**src/design/tppcg_pkg.sv**
```systemverilog
// Shared types and constants of the three-phase PWM compare generator.
`timescale 1ns / 1ps

package tppcg_pkg;

    localparam int ModWidth           = 16;
    localparam int SumWidth           = ModWidth + 1;
    localparam int CountBits          = 16;
    localparam int DeadWidth          = 12;
    localparam int ModFracBitsDefault = 14;

    localparam logic [CountBits-1:0] PeriodReset     = CountBits'(16384);
    localparam logic [CountBits-1:0] CompareMinReset = CountBits'(0);
    localparam logic [CountBits-1:0] CompareMaxReset = CountBits'(16384);
    localparam logic [DeadWidth-1:0] DeadbandReset   = DeadWidth'(0);

    typedef enum logic [1:0] {
        REG_PERIOD_COUNT = 2'd0,
        REG_COMPARE_MIN  = 2'd1,
        REG_COMPARE_MAX  = 2'd2,
        REG_DEADBAND     = 2'd3
    } cfg_index_t;

    typedef struct packed {
        logic [CountBits-1:0] period_count;
        logic [CountBits-1:0] compare_min;
        logic [CountBits-1:0] compare_max;
        logic [DeadWidth-1:0] deadband;
    } cfg_t;

    typedef struct packed {
        logic signed [ModWidth-1:0] mod_a;
        logic signed [ModWidth-1:0] mod_b;
        logic signed [ModWidth-1:0] mod_c;
    } in_t;

    typedef struct packed {
        logic [CountBits-1:0] one;
        logic [CountBits-1:0] two;
        logic [CountBits-1:0] three;
        logic [CountBits-1:0] four;
    } phase_edges_t;

    typedef struct packed {
        logic [CountBits-1:0] a_edge_one;
        logic [CountBits-1:0] a_edge_two;
        logic [CountBits-1:0] a_edge_three;
        logic [CountBits-1:0] a_edge_four;
        logic [CountBits-1:0] b_edge_one;
        logic [CountBits-1:0] b_edge_two;
        logic [CountBits-1:0] b_edge_three;
        logic [CountBits-1:0] b_edge_four;
        logic [CountBits-1:0] c_edge_one;
        logic [CountBits-1:0] c_edge_two;
        logic [CountBits-1:0] c_edge_three;
        logic [CountBits-1:0] c_edge_four;
    } out_t;

endpackage

```
**src/design/tppcg_zero_seq.sv**
```systemverilog
// Min-max zero-sequence sum: largest plus smallest of the three phases.
`timescale 1ns / 1ps

module tppcg_zero_seq
    import tppcg_pkg::*;
(
    input  in_t                        mods,
    output logic signed [SumWidth-1:0] sum
);

    logic signed [ModWidth-1:0] hi;
    logic signed [ModWidth-1:0] lo;
    logic signed [ModWidth-1:0] hi_ab;
    logic signed [ModWidth-1:0] lo_ab;

    always_comb
    begin
        hi_ab = (mods.mod_b > mods.mod_a) ? mods.mod_b : mods.mod_a;
        lo_ab = (mods.mod_b < mods.mod_a) ? mods.mod_b : mods.mod_a;
        hi    = (mods.mod_c > hi_ab) ? mods.mod_c : hi_ab;
        lo    = (mods.mod_c < lo_ab) ? mods.mod_c : lo_ab;
        sum   = SumWidth'(hi) + SumWidth'(lo);
    end

endmodule

```
**src/design/tppcg_phase.sv**
```systemverilog
// Per-phase duty, compare scaling, window clamp and the four switching points.
`timescale 1ns / 1ps

module tppcg_phase
    import tppcg_pkg::*;
#(
    parameter int MOD_FRAC_BITS = ModFracBitsDefault
)
(
    input  logic signed [ModWidth-1:0] x,
    input  logic signed [SumWidth-1:0] sum,
    input  cfg_t                       cfg,
    output phase_edges_t               edges
);

    // duty q = 2x - s + 2^(F+1), in units of 2^-(F+2)
    localparam int QBase = (MOD_FRAC_BITS + 3 > SumWidth + 2) ? MOD_FRAC_BITS + 3
                                                              : SumWidth + 2;
    localparam int QW    = QBase + 1;
    localparam int QcW   = MOD_FRAC_BITS + 3;
    localparam int PW    = QcW + CountBits;
    localparam int EW    = CountBits + 2;

    localparam logic signed [QW-1:0] QFull = QW'(64'd1 << (MOD_FRAC_BITS + 2));
    localparam logic signed [QW-1:0] QHalf = QW'(64'd1 << (MOD_FRAC_BITS + 1));
    localparam logic signed [EW-1:0] EMax  = EW'((64'd1 << CountBits) - 64'd1);

    logic signed [QW-1:0]      q;
    logic [QcW-1:0]            qc;
    logic [PW-1:0]             prod;
    logic [CountBits-1:0]      cmp;
    logic [CountBits-1:0]      cmp_win;
    logic signed [EW-1:0]      hv;
    logic signed [EW-1:0]      cv;
    logic signed [EW-1:0]      dv;
    logic signed [EW-1:0]      e1;
    logic signed [EW-1:0]      e2;
    logic signed [EW-1:0]      e3;
    logic signed [EW-1:0]      e4;

    function automatic logic [CountBits-1:0] sat_edge(input logic signed [EW-1:0] v);
        logic [CountBits-1:0] r;
        if (v < 0)
        begin
            r = '0;
        end
        else if (v > EMax)
        begin
            r = '1;
        end
        else
        begin
            r = v[CountBits-1:0];
        end
        return r;
    endfunction

    always_comb
    begin
        q = (QW'(x) <<< 1) - QW'(sum) + QHalf;
        priority if (q > QFull)
        begin
            qc = QFull[QcW-1:0];
        end
        else if (q < 0)
        begin
            qc = '0;
        end
        else
        begin
            qc = q[QcW-1:0];
        end

        prod = PW'(qc) * PW'(cfg.period_count);
        cmp  = prod[MOD_FRAC_BITS+2+CountBits-1:MOD_FRAC_BITS+2];

        // inverted window: a value above the upper bound gets the upper bound, else the lower
        priority if (cmp > cfg.compare_max)
        begin
            cmp_win = cfg.compare_max;
        end
        else if (cmp < cfg.compare_min)
        begin
            cmp_win = cfg.compare_min;
        end
        else
        begin
            cmp_win = cmp;
        end

        hv = EW'({1'b0, cfg.period_count[CountBits-1:1]});
        cv = EW'({1'b0, cmp_win[CountBits-1:1]});
        dv = EW'(cfg.deadband);

        e1 = hv - cv - dv;
        e2 = hv - cv + dv;
        e3 = hv + cv - dv;
        e4 = hv + cv + dv;

        edges.one   = sat_edge(e1);
        edges.two   = sat_edge(e2);
        edges.three = sat_edge(e3);
        edges.four  = sat_edge(e4);
    end

endmodule

```
**src/design/three_phase_pwm_compare_generator_top.sv**
```systemverilog
// Top level of the three-phase center-aligned PWM compare generator.
`timescale 1ns / 1ps

// Takes one item of three Q2.14 phase modulation values per start pulse and
// returns the twelve compare edges (four per phase) through the input register
// and the result register, marked by a one-cycle done strobe. A new item can
// start on every clock: busy stays low, and the input register and the result
// register each hold one item, so the throughput is one item per cycle. The result is
// shown for exactly one cycle; the receiver must take it then. Configuration
// writes are always ready and take effect on the next item; write them only
// while no item is in flight.
module three_phase_pwm_compare_generator_top
    import tppcg_pkg::*;
#(
    parameter int MOD_FRAC_BITS = ModFracBitsDefault
)
(
    input  logic                 clk,
    input  logic                 rst_n,
    input  logic                 start,
    output logic                 busy,
    input  in_t                  mods,
    output logic                 done,
    output out_t                 edges,
    input  logic                 cfg_valid,
    output logic                 cfg_ready,
    input  cfg_index_t           cfg_index,
    input  logic [CountBits-1:0] cfg_data
);

    cfg_t                        cfg_reg;
    cfg_t                        cfg_next;
    logic                        valid_reg;
    in_t                         mods_reg;
    logic                        done_reg;
    out_t                        edges_reg;
    out_t                        edges_next;
    logic signed [SumWidth-1:0]  sum;
    phase_edges_t                pe_a;
    phase_edges_t                pe_b;
    phase_edges_t                pe_c;

    assign busy      = 1'b0;
    assign cfg_ready = 1'b1;

    always_comb
    begin
        cfg_next = cfg_reg;
        if (cfg_valid)
        begin
            unique case (cfg_index)
                REG_PERIOD_COUNT: cfg_next.period_count = cfg_data;
                REG_COMPARE_MIN:  cfg_next.compare_min  = cfg_data;
                REG_COMPARE_MAX:  cfg_next.compare_max  = cfg_data;
                REG_DEADBAND:     cfg_next.deadband     = cfg_data[DeadWidth-1:0];
            endcase
        end
    end

    always_ff @(posedge clk or negedge rst_n)
    begin
        if (!rst_n)
        begin
            cfg_reg.period_count <= PeriodReset;
            cfg_reg.compare_min  <= CompareMinReset;
            cfg_reg.compare_max  <= CompareMaxReset;
            cfg_reg.deadband     <= DeadbandReset;
            valid_reg            <= 1'b0;
            done_reg             <= 1'b0;
        end
        else
        begin
            cfg_reg   <= cfg_next;
            valid_reg <= start && !busy;
            done_reg  <= valid_reg;
        end
    end

    always_ff @(posedge clk)
    begin
        if (start && !busy)
        begin
            mods_reg <= mods;
        end
        if (valid_reg)
        begin
            edges_reg <= edges_next;
        end
    end

    tppcg_zero_seq u_zero_seq
    (
        .mods (mods_reg),
        .sum  (sum)
    );

    tppcg_phase #(.MOD_FRAC_BITS(MOD_FRAC_BITS)) u_phase_a
    (
        .x     (mods_reg.mod_a),
        .sum   (sum),
        .cfg   (cfg_reg),
        .edges (pe_a)
    );

    tppcg_phase #(.MOD_FRAC_BITS(MOD_FRAC_BITS)) u_phase_b
    (
        .x     (mods_reg.mod_b),
        .sum   (sum),
        .cfg   (cfg_reg),
        .edges (pe_b)
    );

    tppcg_phase #(.MOD_FRAC_BITS(MOD_FRAC_BITS)) u_phase_c
    (
        .x     (mods_reg.mod_c),
        .sum   (sum),
        .cfg   (cfg_reg),
        .edges (pe_c)
    );

    always_comb
    begin
        edges_next.a_edge_one   = pe_a.one;
        edges_next.a_edge_two   = pe_a.two;
        edges_next.a_edge_three = pe_a.three;
        edges_next.a_edge_four  = pe_a.four;
        edges_next.b_edge_one   = pe_b.one;
        edges_next.b_edge_two   = pe_b.two;
        edges_next.b_edge_three = pe_b.three;
        edges_next.b_edge_four  = pe_b.four;
        edges_next.c_edge_one   = pe_c.one;
        edges_next.c_edge_two   = pe_c.two;
        edges_next.c_edge_three = pe_c.three;
        edges_next.c_edge_four  = pe_c.four;
    end

    assign done  = done_reg;
    assign edges = edges_reg;

endmodule

```
**config.mk**
```make
export PLATFORM = sky130hd
export DESIGN_NAME = three_phase_pwm_compare_generator_top
export DESIGN_NICKNAME = d
export VERILOG_FILES = /design/src/design/tppcg_pkg.sv /design/src/design/tppcg_zero_seq.sv /design/src/design/tppcg_phase.sv /design/src/design/three_phase_pwm_compare_generator_top.sv
export SDC_FILE = /design/constraint.sdc
export NUM_CORES = 2
export LEC_CHECK = 0
export BUFFER_PORTS_ARGS = -buffer_cell sky130_fd_sc_hd__buf_2
export CAP_MARGIN = 20
export CORE_MARGIN = 8
export CORE_UTILIZATION = 60
export CTS_CLUSTER_DIAMETER = 50
export DETAILED_ROUTE_END_ITERATION = 6
export GPL_TIMING_DRIVEN = 0
export PLACE_DENSITY = 0.87
export SLEW_MARGIN = 20
export SYNTH_ARGS = -nofsm -noshare
export SYNTH_HDL_FRONTEND = slang
export SYNTH_SLANG_ARGS = --single-unit
```
**constraint.sdc**
```tcl
create_clock -name clk -period 62.3 [get_ports clk]
set_clock_uncertainty 0.1 [all_clocks]
set_input_delay 3.115 -clock clk [delete_from_list [all_inputs] [get_ports clk]]
set_output_delay 3.115 -clock clk [all_outputs]
set_load 0.1 [all_outputs]
```
==> flow_summary.toml <==
[run_status]
status = "finished, final reports clean"

[synth]
synthTopCellsByCount = "inv_1, ha_1, fa_1, nand2_1, nor2_1"
synth_nets = 7867
yosys_warnings = 0
yosysTopAreaCellShare_pct = 22.7
synthMostInstantiatedCell = "inv_1"
synth_edf_count = 240
netlist_instances = 6392
synth.yosys.seq_area_share_pct = 15.5
yosys_most_used_dff = "edfxtp_1"
syn-mean-instance-area_um2 = 8.83
synth_area_um2 = 56500
synth.largest_area_cell = "fa_1"
synth.distinct_cells = 111
async_reset_ff_share_pct = 20.5
ys_ff_latch = 302
synth_area_leaders = "fa_1, ha_1, edfxtp_1, inv_1, xnor2_1"

[worst_hold_path]
hold_class = "flop to flop"

[drt]
detail-route-antenna-nets = 0
wire_per_inst_um = 22.9
drt-vias-per-instance = 6.20
num_vias = 49533
drt_iter0_markers = 5274
dr.pass1.iters = 6
drc_errors = 0
wirelength_mm = 183

[global_routing]
top_usage_layer = "met2"
grt_pass1_wl_mm = 277
grt_start_max_net_pins = 65
grt_use_met2_pct = 54.9
track_usage_pct = 34.3
grtUsageMet1_pct = 40.8
overflow = 0
grt_pass1_vias = 49084
antenna_found_initial = 6
met3_usage_pct = 8.83

[worst_setup_path]
crit_family = "compound AO/OA/AOI/OAI gates"
critPathKind = "flop to flop"
start_kind = "flop"
critical_path_peak_fanout = 10
cp.arrival_ns = 27.75
required_ns = 62.53
critPathSlowestCell = "buf_1"
critPathMostFrequentCell = "a21oi_1"
crit_buf_inv = 15
slowest_delay_ns = 0.76
crit_path_end_kind = "flop"

[sta]
fin_crit_ns = 27.52
worst_pin_slew_ns = 1.25
finalMaxSlewViolations = 0
final.setup.worst_slack_ns = 34.78
maxSlewHeadroom_pct = 16.8
finalCritPeriodShare_pct = 44.2
max_freq_mhz = 36.3
setup_violations = 0
rsz0062_at_grt = "false"
tns_ns = 0
final-hold-violation-count = 0

[clock_tree]
htree_levels = 2
cts_buffers = 37
holdBufCountCts = 0
ctsRootBufferMaster = "clkbuf_16"
cts_buffer_depth = 3
cts_num_sinks = 302
cts_resized = 0
post-cts-setup-buffer-count = 0
clock_latency_ns = 0.65
clkTransAtPathRegs_ns = 0.06
cts_tree = "built"

[die]
core_um2 = 93300
initial_core_util_pct = 60.5
pin_count = 265
rows = 112
dieArea_um2 = 104000
die_w_um = 323
fp.dieH_um = 323

[cells_and_area]
largest_register_ffs = 192
fillers = 7523
nets = 8173
drive_above_1_share_pct = 7.58
area_delta_synth_final_pct = 7.59

[place]
gp_congestion = 1.08
hpwl_mm = 149
pre_cts_ws_ns = 35.62
io_buffers = 262

[job]
drv_cap = 0
## through the flow
step | hold WS [ns] | area [um^2] | utilization, % | std cells
2_1_floorplan | 0.379 | 56500 | - | 6392
3_3_place_gp | 0.387 | 59300 | 63.6 | 7908
3_5_place_dp | 0.413 | 59500 | 63.7 | 7913
4_1_cts | 0.427 | 60700 | 65.1 | 7981
5_1_grt | 0.442 | 60700 | 65.1 | 7982
6_report | 0.429 | 60800 | 65.1 | 7987
## kinds of logic (layout without fill, tap and decap cells)
family	Yosys count	after routing	share of synthesized area (%)
adder cells (fa/ha/maj)	1405	1405	39.6
AND/OR/NAND/NOR	1943	1943	16.8
flip-flops	302	302	15.5
XOR/XNOR	288	288	4.48
other	2	8	0.0133
buffers and inverters	1268	1603	8.53
AO/OA/AOI/OAI	1047	1047	12.4
multiplexers	137	137	2.59
## cell usage in the layout, fill, tap and decap left out, types with 205 or more instances in the layout
master / instances
inv_1: 1020
ha_1: 765
fa_1: 640
nand2_1: 521
nor2_1: 479
a21oi_1: 313
buf_2: 284
edfxtp_1: 240
xnor2_1: 225
clkbuf_1: 205
## worst paths after layout
| path | startpoint | to | slack (ns) | cells after the start |
|---|---|---|---|---|
| max in group asynchronous | rst_n | cfg_reg[26] | 59.26 | 2 |
| worst min-delay path | cfg_reg[22] | cfg_reg[22] | 0.43 | 1 |
| worst max-delay path | mods_reg[33] | edges[23] | 34.78 | 104 |
| min in group asynchronous | rst_n | cfg_reg[10] | 2.22 | 1 |
| worst min register to register | cfg_reg[22] | cfg_reg[22] | 0.43 | 1 |
| worst max register to register | mods_reg[33] | edges[23] | 34.78 | 104 |
## cell type report
cell class                 count  area (um^2)  share of cell area [%]
buffer                       247          986                    1.62
clock buffer                  47         1020                    1.68
sequential                   302         8760                    14.4
inverter                    1021         3830                    6.31
timing repair buffer         267         1430                    2.36
antenna                        6         15.0                  0.0247
clock inverter                21          231                   0.381
multi-input combinational   4822        42900                    70.6
tap                         1254         1570                    2.58
## metal layers
metal / wire length [um] / vias to the layer above
met5: 32 / -
met4: 15800 / 4
met3: 22400 / 921
met2: 80700 / 3176
met1: 64400 / 23601
li1: - / 21831
Power is not shown: default switching activity piles up to over one toggle a cycle in this logic, so the estimate is an artifact.
